===== src/hdl/traffic_light_with_walk_button_core_macros.svh =====
// Assertion macros for the traffic light core.
// Included by files that carry concurrent assertions; no other dependencies.
`ifndef TRAFFIC_LIGHT_WITH_WALK_BUTTON_CORE_MACROS_SVH
`define TRAFFIC_LIGHT_WITH_WALK_BUTTON_CORE_MACROS_SVH

// same-cycle implication, disabled while reset is asserted
`define TLWB_ASSERT_NOW(lbl, clk, rst_n, ante, cons, msg) \
    lbl: assert property (@(posedge clk) disable iff (!(rst_n)) (ante) |-> (cons)) \
        else $error(msg);

// next-cycle implication, disabled while reset is asserted
`define TLWB_ASSERT_NEXT(lbl, clk, rst_n, ante, cons, msg) \
    lbl: assert property (@(posedge clk) disable iff (!(rst_n)) (ante) |=> (cons)) \
        else $error(msg);

`endif


===== src/hdl/tlwb_pkg.sv =====
// Shared constants, types and functions for the traffic light core.
// No dependencies.
package tlwb_pkg;

    localparam int TIMER_WIDTH  = 16;
    localparam int STABLE_WIDTH = 8;

    localparam int CFG_W   = 16;
    localparam int DEB_W   = 8;
    localparam int IDX_W   = 3;
    localparam int PHASE_W = 3;

    localparam logic [IDX_W-1:0] REG_GREEN_TIME      = 3'd0;
    localparam logic [IDX_W-1:0] REG_ORANGE_TIME     = 3'd1;
    localparam logic [IDX_W-1:0] REG_RED_TIME        = 3'd2;
    localparam logic [IDX_W-1:0] REG_RED_ORANGE_TIME = 3'd3;
    localparam logic [IDX_W-1:0] REG_WALK_DELAY      = 3'd4;
    localparam logic [IDX_W-1:0] REG_DEBOUNCE_TICKS  = 3'd5;

    localparam logic [CFG_W-1:0] RST_GREEN_TIME      = 16'd5000;
    localparam logic [CFG_W-1:0] RST_ORANGE_TIME     = 16'd2000;
    localparam logic [CFG_W-1:0] RST_RED_TIME        = 16'd7000;
    localparam logic [CFG_W-1:0] RST_RED_ORANGE_TIME = 16'd1500;
    localparam logic [CFG_W-1:0] RST_WALK_DELAY      = 16'd500;
    localparam logic [DEB_W-1:0] RST_DEBOUNCE_TICKS  = 8'd50;

    localparam logic [PHASE_W-1:0] PH_GREEN  = 3'd0;
    localparam logic [PHASE_W-1:0] PH_HOLD   = 3'd1;
    localparam logic [PHASE_W-1:0] PH_ORANGE = 3'd2;
    localparam logic [PHASE_W-1:0] PH_RED    = 3'd3;
    localparam logic [PHASE_W-1:0] PH_REDOR  = 3'd4;

    typedef struct packed {
        logic level;
        logic rise;
    } t_deb_status;

    function automatic logic [PHASE_W-1:0] phase_after(input logic [PHASE_W-1:0] p);
        logic [PHASE_W-1:0] q;
        case (p)
            PH_ORANGE: q = PH_RED;
            PH_RED:    q = PH_REDOR;
            PH_REDOR:  q = PH_GREEN;
            default:   q = PH_ORANGE;
        endcase
        return q;
    endfunction

endpackage


===== src/hdl/tlwb_if.sv =====
// Valid/ready channel interfaces for tick input and light result.
// Depends on tlwb_pkg.
interface tlwb_in_if import tlwb_pkg::*; ();
    logic valid;
    logic ready;
    logic button_level;

    modport source (output valid, output button_level, input ready);
    modport sink (input valid, input button_level, output ready);
endinterface

interface tlwb_out_if import tlwb_pkg::*; ();
    logic               valid;
    logic               ready;
    logic               green_light;
    logic               orange_light;
    logic               red_light;
    logic [PHASE_W-1:0] light_phase;
    logic               clean_button;

    modport source (output valid, output green_light, output orange_light,
                    output red_light, output light_phase, output clean_button,
                    input ready);
    modport sink (input valid, input green_light, input orange_light,
                  input red_light, input light_phase, input clean_button,
                  output ready);
endinterface


===== src/hdl/tlwb_debounce.sv =====
// Button debouncer: stable-level counter with saturating count.
// Depends on tlwb_pkg.
module tlwb_debounce import tlwb_pkg::*; (
    input  logic             i_clk,
    input  logic             i_rst_n,
    input  logic             i_step,
    input  logic             i_sample,
    input  logic [DEB_W-1:0] i_threshold,
    output t_deb_status      o_status
);
    localparam int SCMP_W = (STABLE_WIDTH > DEB_W) ? STABLE_WIDTH : DEB_W;
    localparam logic [STABLE_WIDTH-1:0] SMAX = {STABLE_WIDTH{1'b1}};

    logic [STABLE_WIDTH-1:0] r_count, n_count;
    logic                    r_last;
    logic                    r_level, n_level;
    logic                    take;

    always_comb begin
        if (i_sample != r_last) begin
            n_count = '0;
        end else if (r_count != SMAX) begin
            n_count = r_count + 1'b1;
        end else begin
            n_count = r_count;
        end
        take    = (SCMP_W'(n_count) > SCMP_W'(i_threshold)) && (i_sample != r_level);
        n_level = (i_step && take) ? i_sample : r_level;
        o_status.level = n_level;
        o_status.rise  = i_step && take && i_sample;
    end

    always_ff @(posedge i_clk) begin
        if (!i_rst_n) begin
            r_count <= '0;
            r_last  <= 1'b0;
            r_level <= 1'b0;
        end else if (i_step) begin
            r_count <= n_count;
            r_last  <= i_sample;
            r_level <= n_level;
        end
    end
endmodule


===== src/hdl/traffic_light_with_walk_button_core.sv =====
// Traffic light controller with debounced pedestrian walk button.
// Depends on tlwb_pkg, tlwb_if, tlwb_debounce and the assertion macro header.
//
// Usage:
//   i_item   : one transfer per millisecond tick, carrying the raw button level.
//   o_result : one transfer per tick with the lamps, phase code and debounced
//              button level as they stand after that tick.
//   Config   : i_cfg_we/i_cfg_idx/i_cfg_data write the phase durations, walk
//              delay and debounce threshold; write only while no tick is in
//              flight. Unknown indexes are ignored.
// Latency: a result is valid the cycle after its tick transfer.
// Throughput: one tick per cycle while no result is held or o_result.ready
//   is high; the tick's whole update is counter increments and compares
//   between state and result registers, with no register inside the state loop.
// Reset: synchronous, active low. Phase goes to green, timers and debouncer
//   clear, the result register empties, config returns to defaults.
// Stall: the result register holds while o_result.ready is low; a new tick
//   is taken in the same cycle the held result is transferred, and not
//   otherwise.
`include "traffic_light_with_walk_button_core_macros.svh"

module traffic_light_with_walk_button_core import tlwb_pkg::*; (
    input  logic             i_clk,
    input  logic             i_rst_n,
    input  logic             i_cfg_we,
    input  logic [IDX_W-1:0] i_cfg_idx,
    input  logic [CFG_W-1:0] i_cfg_data,
    tlwb_in_if.sink          i_item,
    tlwb_out_if.source       o_result
);
    localparam int CMP_W = (TIMER_WIDTH > CFG_W) ? TIMER_WIDTH : CFG_W;
    localparam logic [TIMER_WIDTH-1:0] TMAX = {TIMER_WIDTH{1'b1}};

    logic [CFG_W-1:0] r_green_time, r_orange_time, r_red_time;
    logic [CFG_W-1:0] r_red_orange_time, r_walk_delay;
    logic [DEB_W-1:0] r_debounce_ticks;

    logic [PHASE_W-1:0]     r_phase, n_phase, mid_phase;
    logic [TIMER_WIDTH-1:0] r_timer, n_timer, mid_timer, inc_timer;
    logic [CFG_W-1:0]       cur_len;
    logic                   phase_end;

    logic                   r_out_valid;
    logic                   r_green, r_orange, r_red, r_clean;
    logic [PHASE_W-1:0]     r_out_phase;

    logic                   accept;
    logic                   hold;
    t_deb_status            deb;

    assign i_item.ready = !r_out_valid || o_result.ready;
    assign accept       = i_item.valid && i_item.ready;
    assign hold         = (r_phase == PH_HOLD);

    // config registers
    always_ff @(posedge i_clk) begin
        if (!i_rst_n) begin
            r_green_time      <= RST_GREEN_TIME;
            r_orange_time     <= RST_ORANGE_TIME;
            r_red_time        <= RST_RED_TIME;
            r_red_orange_time <= RST_RED_ORANGE_TIME;
            r_walk_delay      <= RST_WALK_DELAY;
            r_debounce_ticks  <= RST_DEBOUNCE_TICKS;
        end else if (i_cfg_we) begin
            case (i_cfg_idx)
                REG_GREEN_TIME:      r_green_time      <= i_cfg_data;
                REG_ORANGE_TIME:     r_orange_time     <= i_cfg_data;
                REG_RED_TIME:        r_red_time        <= i_cfg_data;
                REG_RED_ORANGE_TIME: r_red_orange_time <= i_cfg_data;
                REG_WALK_DELAY:      r_walk_delay      <= i_cfg_data;
                REG_DEBOUNCE_TICKS:  r_debounce_ticks  <= i_cfg_data[DEB_W-1:0];
                default: ;
            endcase
        end
    end

    tlwb_debounce u_debounce (
        .i_clk       (i_clk),
        .i_rst_n     (i_rst_n),
        .i_step      (accept && !hold),
        .i_sample    (i_item.button_level),
        .i_threshold (r_debounce_ticks),
        .o_status    (deb)
    );

    always_comb begin
        mid_phase = r_phase;
        mid_timer = r_timer;
        if (deb.rise && (r_phase == PH_GREEN)) begin
            mid_phase = PH_HOLD;
            mid_timer = '0;
        end

        case (mid_phase)
            PH_HOLD:   cur_len = r_walk_delay;
            PH_ORANGE: cur_len = r_orange_time;
            PH_RED:    cur_len = r_red_time;
            PH_REDOR:  cur_len = r_red_orange_time;
            default:   cur_len = r_green_time;
        endcase

        inc_timer = (mid_timer != TMAX) ? mid_timer + 1'b1 : mid_timer;
        phase_end = (CMP_W'(inc_timer) >= CMP_W'(cur_len)) || (inc_timer == TMAX);

        if (phase_end) begin
            n_phase = phase_after(mid_phase);
            n_timer = '0;
        end else begin
            n_phase = mid_phase;
            n_timer = inc_timer;
        end
    end

    always_ff @(posedge i_clk) begin
        if (!i_rst_n) begin
            r_phase <= PH_GREEN;
            r_timer <= '0;
        end else if (accept) begin
            r_phase <= n_phase;
            r_timer <= n_timer;
        end
    end

    // result register
    always_ff @(posedge i_clk) begin
        if (!i_rst_n) begin
            r_out_valid <= 1'b0;
        end else if (accept) begin
            r_out_valid <= 1'b1;
        end else if (o_result.ready) begin
            r_out_valid <= 1'b0;
        end
    end

    always_ff @(posedge i_clk) begin
        if (accept) begin
            r_green     <= (n_phase == PH_GREEN) || (n_phase == PH_HOLD) || (n_phase > PH_REDOR);
            r_orange    <= (n_phase == PH_ORANGE) || (n_phase == PH_REDOR);
            r_red       <= (n_phase == PH_RED) || (n_phase == PH_REDOR);
            r_out_phase <= n_phase;
            r_clean     <= deb.level;
        end
    end

    assign o_result.valid        = r_out_valid;
    assign o_result.green_light  = r_green;
    assign o_result.orange_light = r_orange;
    assign o_result.red_light    = r_red;
    assign o_result.light_phase  = r_out_phase;
    assign o_result.clean_button = r_clean;

    `TLWB_ASSERT_NOW(a_phase_legal, i_clk, i_rst_n, 1'b1,
        (r_phase == PH_GREEN) || (r_phase == PH_HOLD) || (r_phase == PH_ORANGE) ||
        (r_phase == PH_RED) || (r_phase == PH_REDOR), "phase register out of range")
    `TLWB_ASSERT_NEXT(a_result_follows, i_clk, i_rst_n, accept, r_out_valid,
        "accepted tick did not produce a result")
    `TLWB_ASSERT_NOW(a_lamps_exclusive, i_clk, i_rst_n, r_out_valid,
        !(r_green && (r_red || r_orange)), "green lit together with red or orange")
    `TLWB_ASSERT_NEXT(a_hold_ignores_button, i_clk, i_rst_n, accept && hold,
        r_clean == $past(r_clean) || !$past(r_out_valid),
        "debounced level moved during green hold")
    // hold entry counts its first tick, so only other phase changes clear the timer
    `TLWB_ASSERT_NOW(a_timer_clear_on_change, i_clk, i_rst_n,
        !$stable(r_phase) && (r_phase != PH_HOLD),
        r_timer == '0, "phase changed without timer clear")
endmodule

===== src/flat_wrapper.sv =====
// flat-port wrapper written by rule: the top's interface ports become plain ports
module traffic_light_with_walk_button_core_flat import tlwb_pkg::*;
  (i_clk, i_rst_n, i_cfg_we, i_cfg_idx, i_cfg_data, i_item_valid, i_item_button_level, i_item_ready, o_result_valid, o_result_green_light, o_result_orange_light, o_result_red_light, o_result_light_phase, o_result_clean_button, o_result_ready);
  tlwb_in_if i_item_i ();
  tlwb_out_if o_result_i ();
  input  logic i_clk;
  input  logic i_rst_n;
  input  logic i_cfg_we;
  input  logic [IDX_W-1:0] i_cfg_idx;
  input  logic [CFG_W-1:0] i_cfg_data;
  input wire logic [$bits(i_item_i.valid)-1:0] i_item_valid;
  input wire logic [$bits(i_item_i.button_level)-1:0] i_item_button_level;
  output wire logic [$bits(i_item_i.ready)-1:0] i_item_ready;
  output wire logic [$bits(o_result_i.valid)-1:0] o_result_valid;
  output wire logic [$bits(o_result_i.green_light)-1:0] o_result_green_light;
  output wire logic [$bits(o_result_i.orange_light)-1:0] o_result_orange_light;
  output wire logic [$bits(o_result_i.red_light)-1:0] o_result_red_light;
  output wire logic [$bits(o_result_i.light_phase)-1:0] o_result_light_phase;
  output wire logic [$bits(o_result_i.clean_button)-1:0] o_result_clean_button;
  input wire logic [$bits(o_result_i.ready)-1:0] o_result_ready;
  assign i_item_i.valid = i_item_valid;
  assign i_item_i.button_level = i_item_button_level;
  assign i_item_ready = i_item_i.ready;
  assign o_result_valid = o_result_i.valid;
  assign o_result_green_light = o_result_i.green_light;
  assign o_result_orange_light = o_result_i.orange_light;
  assign o_result_red_light = o_result_i.red_light;
  assign o_result_light_phase = o_result_i.light_phase;
  assign o_result_clean_button = o_result_i.clean_button;
  assign o_result_i.ready = o_result_ready;
  traffic_light_with_walk_button_core u_core (.i_clk(i_clk), .i_rst_n(i_rst_n), .i_cfg_we(i_cfg_we), .i_cfg_idx(i_cfg_idx), .i_cfg_data(i_cfg_data), .i_item(i_item_i), .o_result(o_result_i));
endmodule

===== config.mk =====
export PLATFORM = sky130hd
export DESIGN_NAME = traffic_light_with_walk_button_core_flat
export DESIGN_NICKNAME = d
export VERILOG_FILES = /design/src/hdl/tlwb_pkg.sv /design/src/hdl/tlwb_if.sv /design/src/hdl/tlwb_debounce.sv /design/src/hdl/traffic_light_with_walk_button_core.sv /design/src/flat_wrapper.sv
export VERILOG_INCLUDE_DIRS = /design/src /design/src/hdl
export SDC_FILE = /design/constraint.sdc
export NUM_CORES = 1
export LEC_CHECK = 0
export BUFFER_PORTS_ARGS = -buffer_cell sky130_fd_sc_hd__buf_4
export CAP_MARGIN = 40
export CORE_MARGIN = 4
export CORE_UTILIZATION = 50
export CTS_CLUSTER_SIZE = 16
export DETAILED_ROUTE_END_ITERATION = 7
export GPL_ROUTABILITY_DRIVEN = 0
export HOLD_SLACK_MARGIN = 0.12
export MAX_ROUTING_LAYER = met4
export PLACE_DENSITY = 0.71
export SYNTH_ARGS = -nofsm -noshare
export SYNTH_HDL_FRONTEND = slang
export SYNTH_SLANG_ARGS = --single-unit

===== constraint.sdc =====
create_clock -name i_clk -period 10.68 [get_ports i_clk]
set_input_delay 2.67 -clock i_clk [delete_from_list [all_inputs] [get_ports i_clk]]
set_output_delay 2.67 -clock i_clk [all_outputs]
set_load 0.005 [all_outputs]

==> flow_summary.ini, run 1 <==
[cts]
cts_buffer_depth = 2
root_buffer = clkbuf_16
ctsHoldBuffers = 0
clock_sinks = 125
cts_max_level = 4
clk_pin_slew_ns = 0.06
cts_tree = done
cts_resized = 0
worst_skew_pair.late_latency_ns = 0.43
postCtsSetupRepairBufs = 0
cts_made_buffers = 17

[sta]
tightest_slew_ns = 0.7800
fmaxAchievable_mhz = 117.4
hold_viol = 0
period_needed_ns = 8.521
slew_headroom = 0.4788
setup_viol = 0
worst_slack_ns = 2.159
fin_hold_ws_ns = 0.4555
period_share = 0.7978
finClkSkew_ns = 0.007216
slew_violations = 0
setup_tns_ns = 0
grt_setup_unrepaired = no

[drt]
antenna_left = 0
wl_met1_um = 7668
viasPerCell = 5.898
avgRoutedWirePerCell_um = 16.61
drc = 0
drt-pass1-iter-count = 5
finalWirelength_um = 17160
vias = 6093
wl_met3_um = 1024
wl_met2_um = 8182
drt_first_iter_violations = 688
highest_layer = met4

[power_and_ir_drop]
p_sw_frac = 0.2476
clock_power_share = 0.489
p_sw_w = 0.0002687
power_frac_seq = 0.450
pwr-share-comb = 0.061
powerDensity_mw_per_mm2 = 148.9
p_leak_nw = 2.800
intPower_w = 0.0008165
irDropWorstVdd_mv = 0.1102

[critical_path]
required_ns = 10.85
timing_worst_setup_path_type = primary input to flip-flop
cp_max_fo = 21
worstSetupStartpoint = i_item_button_level
critPathMaxStageDelay_ns = 0.55
crit_path_end_kind = flip-flop
r2r_start = u_core.u_debounce.r_count[3]$_SDFFE_PN0P_
worst_path_dominant_cell_family = compound AO/OA/AOI/OAI gates
cp-start-kind = primary input
arrival_ns = 8.69
critPathSlowestCell = xor2_1
crit_buf_inv = 3

[global_routing]
grt_pass1_wl_um = 28610
grt_use_total = 0.2504
grt_max_degree = 70
antenna_found_initial = 0
grt-ovfl-total = 0
grt_pass1_vias = 5769

[logic_synthesis]
synth_cell_type_count = 59
synth_ff_type = dfxtp_1
synth-edff-count = 7
syn-num-nets = 885
synth_warnings = 0
synthesis.instances = 834
netlist_area_mm2 = 0.006394
avgSynthCellArea_um2 = 7.666
ys_seq_elements = 125
async_flop_share = 0
synth_seq_area_share = 0.4023

[cells_and_area]
drive_gt1_frac = 0.1080
antenna_cells = 0
area_growth_pct = 13.97
layout_commonest_cell = nand2_1
final_cell_mix = nand2_1 (228), dfxtp_1 (118), a21oi_1 (87)
nets = 899

[floorplan]
die_y_um = 121.1
die_w_um = 121.1
start_util = 0.5087
die_area_mm2 = 0.01466
ioPinCount = 34
core.rowCount = 41
core-area_mm2 = 0.01257

[placed_design]
pre_cts_ws_ns = 1.957
dpl.hpwl_um = 11840
port_buffers = 33

[hold_path]
min_from = u_core.r_red_orange_time[9]$_SDFFE_PN0P_
min_path_type = flip-flop to flip-flop

[job]
max_cap_viol_count = 0

[run_status]
status = complete, no violations
-- final cells by class --
| class | instances | area, um^2 |
|---|---|---|
| multi-input combinational | 644 | 3558 |
| tap | 172 | 215.2 |
| clock inverter | 12 | 85.08 |
| sequential | 125 | 2572 |
| inverter | 14 | 52.55 |
| fill | 1107 | 5281 |
| clock buffer | 20 | 457.9 |
| timing repair buffer | 46 | 345.3 |
-- cells in the mapped netlist, types with 8 or more instances --
library cell,n,share of area
xor2_1,9,0.012
dfxtp_1,118,0.37
inv_1,13,0.0076
and3_1,8,0.0078
ha_1,26,0.051
a221oi_1,15,0.021
nor2_1,47,0.028
nor3_1,18,0.014
clkbuf_1,33,0.019
nand3_1,64,0.050
o21ai_0,27,0.021
nor2b_1,10,0.0098
a21oi_1,87,0.068
nand4_1,10,0.0098
a22oi_1,16,0.019
mux2i_1,9,0.014
nand2_1,228,0.13
-- routing by layer --
layer	vias up	global-route usage
met1	2882	0.3226
li1	2943	-
met3	41	0.05175
met5	-	-
met2	227	0.3994
met4	0	0.07436
-- logic make-up after synthesis --
kind of cell	count (synthesis)	share of synthesized area
compound gates	178	0.1718
xor+xnor	14	0.01918
fa+ha+maj	26	0.05088
buf+inv	65	0.04305
flops	125	0.4023
mux	15	0.02466
simple gates	411	0.2881
-- power groups by stage --
stage / Clock [W] / Combinational (W) / Sequential, W
detailed placement: 0 / 0.0000656 / 0.000498
floorplan: 0 / 0.0000390 / 0.000497
CTS: 0.000533 / 0.0000663 / 0.000488
finish: 0.000530 / 0.0000666 / 0.000488
global route: 0.000556 / 0.0000743 / 0.000489
global placement: 0 / 0.0000623 / 0.000498
-- worst reg2reg max path, delay by kind of cell, from the launching register on --
kind / cells / cell delay (ns)
compound gates: 8 / 1.75
xor+xnor: 1 / 0.20
fa+ha+maj: 3 / 1.03
buf+inv: 2 / 0.54
flops: 1 / 0.43
mux: 1 / 0.33
simple gates: 13 / 2.48
-- state kept, by name, summed over array words and instances (netlist names), 3 cells and up --
signal	count
u_core.r_walk_delay	16
u_core.r_timer	16
u_core.r_red_time	16
u_core.o_result.light_phase	3
u_core.r_orange_time	16
u_core.u_debounce.r_count	8
u_core.r_debounce_ticks	8
u_core.r_green_time	16
u_core.r_red_orange_time	16
u_core.r_phase	3
-- final timing paths --
kind / to / slack [ns] / cells past startpoint
max: u_core.o_result.red_light$_DFFE_PP_ / 2.16 / 25
min: u_core.r_red_orange_time[9]$_SDFFE_PN0P_ / 0.46 / 2
max reg2reg: u_core.o_result.red_light$_DFFE_PP_ / 3.66 / 28
min reg2reg: u_core.r_red_orange_time[9]$_SDFFE_PN0P_ / 0.46 / 2
-- per-stage QoR --
step / area [um^2] / utilization / std cells / total power (W)
after global placement: 6706 / 0.5336 / 996 / 0.0005600
after floorplan: 6394 / - / 834 / 0.0005357
final: 7287 / 0.5798 / 1033 / 0.001085
after detailed placement: 6744 / 0.5366 / 1001 / 0.0005638
after CTS: 7287 / 0.5798 / 1033 / 0.001087
after global routing: 7287 / 0.5798 / 1033 / 0.001119
Power figures use the tool's default switching activity.
==> inputs of run 2 (changes only) <==
Settings changed: ABC_AREA set to 1, PLACE_DENSITY 0.71 to 0.74.
Clock period 10.68 ns to 7.2 ns, I/O delays scaled along.
==> run 2 against run 1 <==
Cell count grew 10%. Sequential share of layout area shrank 1.0 points. Critical path depth grew 8. Clock skew is essentially flat. Hold slack lost 0.0019 ns. Power grew 62%. Register-to-register slack lost 2.5 ns. Combinational power grew to 3.0 times the previous value. Via count shrank 0.38%. Design area grew 3.0%. Non-clock buffer count is the same.
==> flow_summary.ini, run 2 <==
[run_status]
status = complete, no violations

[sta]
grt_setup_unrepaired = no
slew_violations = 0
finClkSkew_ns = 0.006820
tightest_slew_ns = 0.8756
period_share = 0.9147
fmaxAchievable_mhz = 151.8
worst_slack_ns = 0.6141
setup_tns_ns = 0
period_needed_ns = 6.586
setup_viol = 0
hold_viol = 0
slew_headroom = 0.4163

[logic_synthesis]
synth-edff-count = 7
synth_ff_type = dfxtp_1
synth_cell_type_count = 41
async_flop_share = 0
netlist_area_mm2 = 0.006518
synth_most_common_cell = nand2_1
ys_seq_elements = 125
avgSynthCellArea_um2 = 7.054
synthTopCellsByCount = nand2_1 (227), nor2_1 (125), dfxtp_1 (118)
yosysTopAreaCellShare = 0.3624
syn-num-nets = 975
netlist_top_cells_area = dfxtp_1 (36%), nand2_1 (13%), nor2_1 (7.2%), o21ai_0 (5.5%), inv_1 (5.1%)
synth_warnings = 0
synthesis.instances = 924
synth_seq_area_share = 0.3947
yosysTopAreaCell = dfxtp_1

[floorplan]
core-area_mm2 = 0.01267
ioPinCount = 34
core.rowCount = 41
die_y_um = 122.2
start_util = 0.5144
die_w_um = 122.2
die_area_mm2 = 0.01493

[critical_path]
cp-start-kind = primary input
arrival_ns = 6.93
critPathSlowestCell = a2111oi_4
cp_max_fo = 17
crit_path_end_kind = flip-flop
timing_worst_setup_path_type = primary input to flip-flop
critPathMaxStageDelay_ns = 0.54
crit_path_frequent_cell = nand2_1
required_ns = 7.54

[cts]
worst_skew_pair.late_latency_ns = 0.42
cts_made_buffers = 17
cts_tree = done
clock_sinks = 125
postCtsSetupRepairBufs = 0
clk_pin_slew_ns = 0.05
root_buffer = clkbuf_16
ctsHoldBuffers = 0
cts_resized = 0
cts_buffer_depth = 2
cts_max_level = 4

[drt]
finalWirelength_um = 16340
drt-pass1-iter-count = 8
viasPerCell = 5.329
drt_first_iter_violations = 652
antenna_left = 0
drc = 0
avgRoutedWirePerCell_um = 14.35
vias = 6070

[power_and_ir_drop]
irDropWorstVdd_mv = 0.2126
powerDensity_mw_per_mm2 = 233.8
p_leak_nw = 3.515

[placed_design]
port_buffers = 33
pre_cts_ws_ns = 0.2396
placed_area_mm2 = 0.006933
dpl.hpwl_um = 10930

[global_routing]
grt_use_total = 0.2351
antenna_found_initial = 0
grt_max_degree = 95
grt_pass1_wl_um = 26810
grt_pass1_vias = 5322
grt-ovfl-total = 0

[cells_and_area]
final_cell_mix = nand2_1 (227), nor2_1 (125), dfxtp_1 (118)
nets = 1006
antenna_cells = 0
layout_commonest_cell = nand2_1
fillers = 1164
fin_area_mm2 = 0.007507
drive_gt1_frac = 0.1189
area_growth_pct = 15.19

[hold_path]
min_path_type = flip-flop to flip-flop

[job]
max_cap_viol_count = 0
-- run 2: area by class of cell --
type                    count  area [um^2]  share of cell area
repair buffers             46        345.3             0.04600
flip-flops and latches    125         2572              0.3427
well taps                 172        215.2             0.02867
multi-input cells         672         3451              0.4597
inverters                  93        349.1             0.04650
clock buffers              22        516.7             0.06883
clock inverters             9        57.56            0.007667
-- run 2: critical path: cells and delay by family --
family / cells / cell delay (ns)
AND/OR/NAND/NOR: 18 / 2.09
adder cells (fa/ha/maj): 3 / 0.69
XOR/XNOR: 1 / 0.40
AO/OA/AOI/OAI: 6 / 1.35
buffers and inverters: 5 / 0.56
-- run 2: per-layer routing --
layer	vias to the layer above	share of wire	wire (um)	global-route usage
met5	-	0	0	-
met4	0	0.015	240	0.07628
met3	27	0.067	1102	0.05060
met2	208	0.44	7113	0.3401
met1	2739	0.48	7883	0.3281
li1	3096	-	-	-
-- run 2: metrics by stage --
step | total power (W) | cells | hold slack (ns) | util
6_report | 0.001755 | 1139 | 0.4536 | 0.5925
5_1_grt | 0.001826 | 1139 | 0.4772 | 0.5925
4_1_cts | 0.001764 | 1139 | 0.4563 | 0.5925
3_5_place_dp | 0.0009523 | 1108 | 0.4417 | 0.5472
3_3_place_gp | 0.0009500 | 1108 | 0.4340 | 0.5472
2_1_floorplan | 0.0008813 | 924 | 0.4236 | -
-- run 2: final timing paths --
check / startpoint / to / slack, ns / cells past startpoint
setup / recovery: i_item_button_level / u_core.r_timer[11]$_SDFFE_PN0P_ / 0.61 / 33
hold reg to reg: u_core.r_red_time[11]$_SDFFE_PN1P_ / u_core.r_red_time[11]$_SDFFE_PN1P_ / 0.45 / 2
hold / removal: u_core.r_red_time[11]$_SDFFE_PN1P_ / u_core.r_red_time[11]$_SDFFE_PN1P_ / 0.45 / 2
setup reg to reg: u_core.u_debounce.r_count[4]$_SDFFE_PN0P_ / u_core.r_timer[11]$_SDFFE_PN0P_ / 1.18 / 39
-- run 2: where the power goes --
part,total [W],internal (W),leakage [nW],switching [W]
combinational,0.000199,0.0000698,2.20,0.000129
sequential,0.000743,0.000727,1.03,0.0000156
clock,0.000813,0.000504,0.284,0.000310
-- run 2: cell families after synthesis --
logic type,count (synthesis),share of synthesized area
adders and majority gates,26,0.04991
and+or+nand+nor,468,0.3127
DFF,125,0.3947
AOI/OAI and AO/OA,168,0.1503
xor gates and xnor gates,10,0.01344
buffers and inverters,127,0.07890
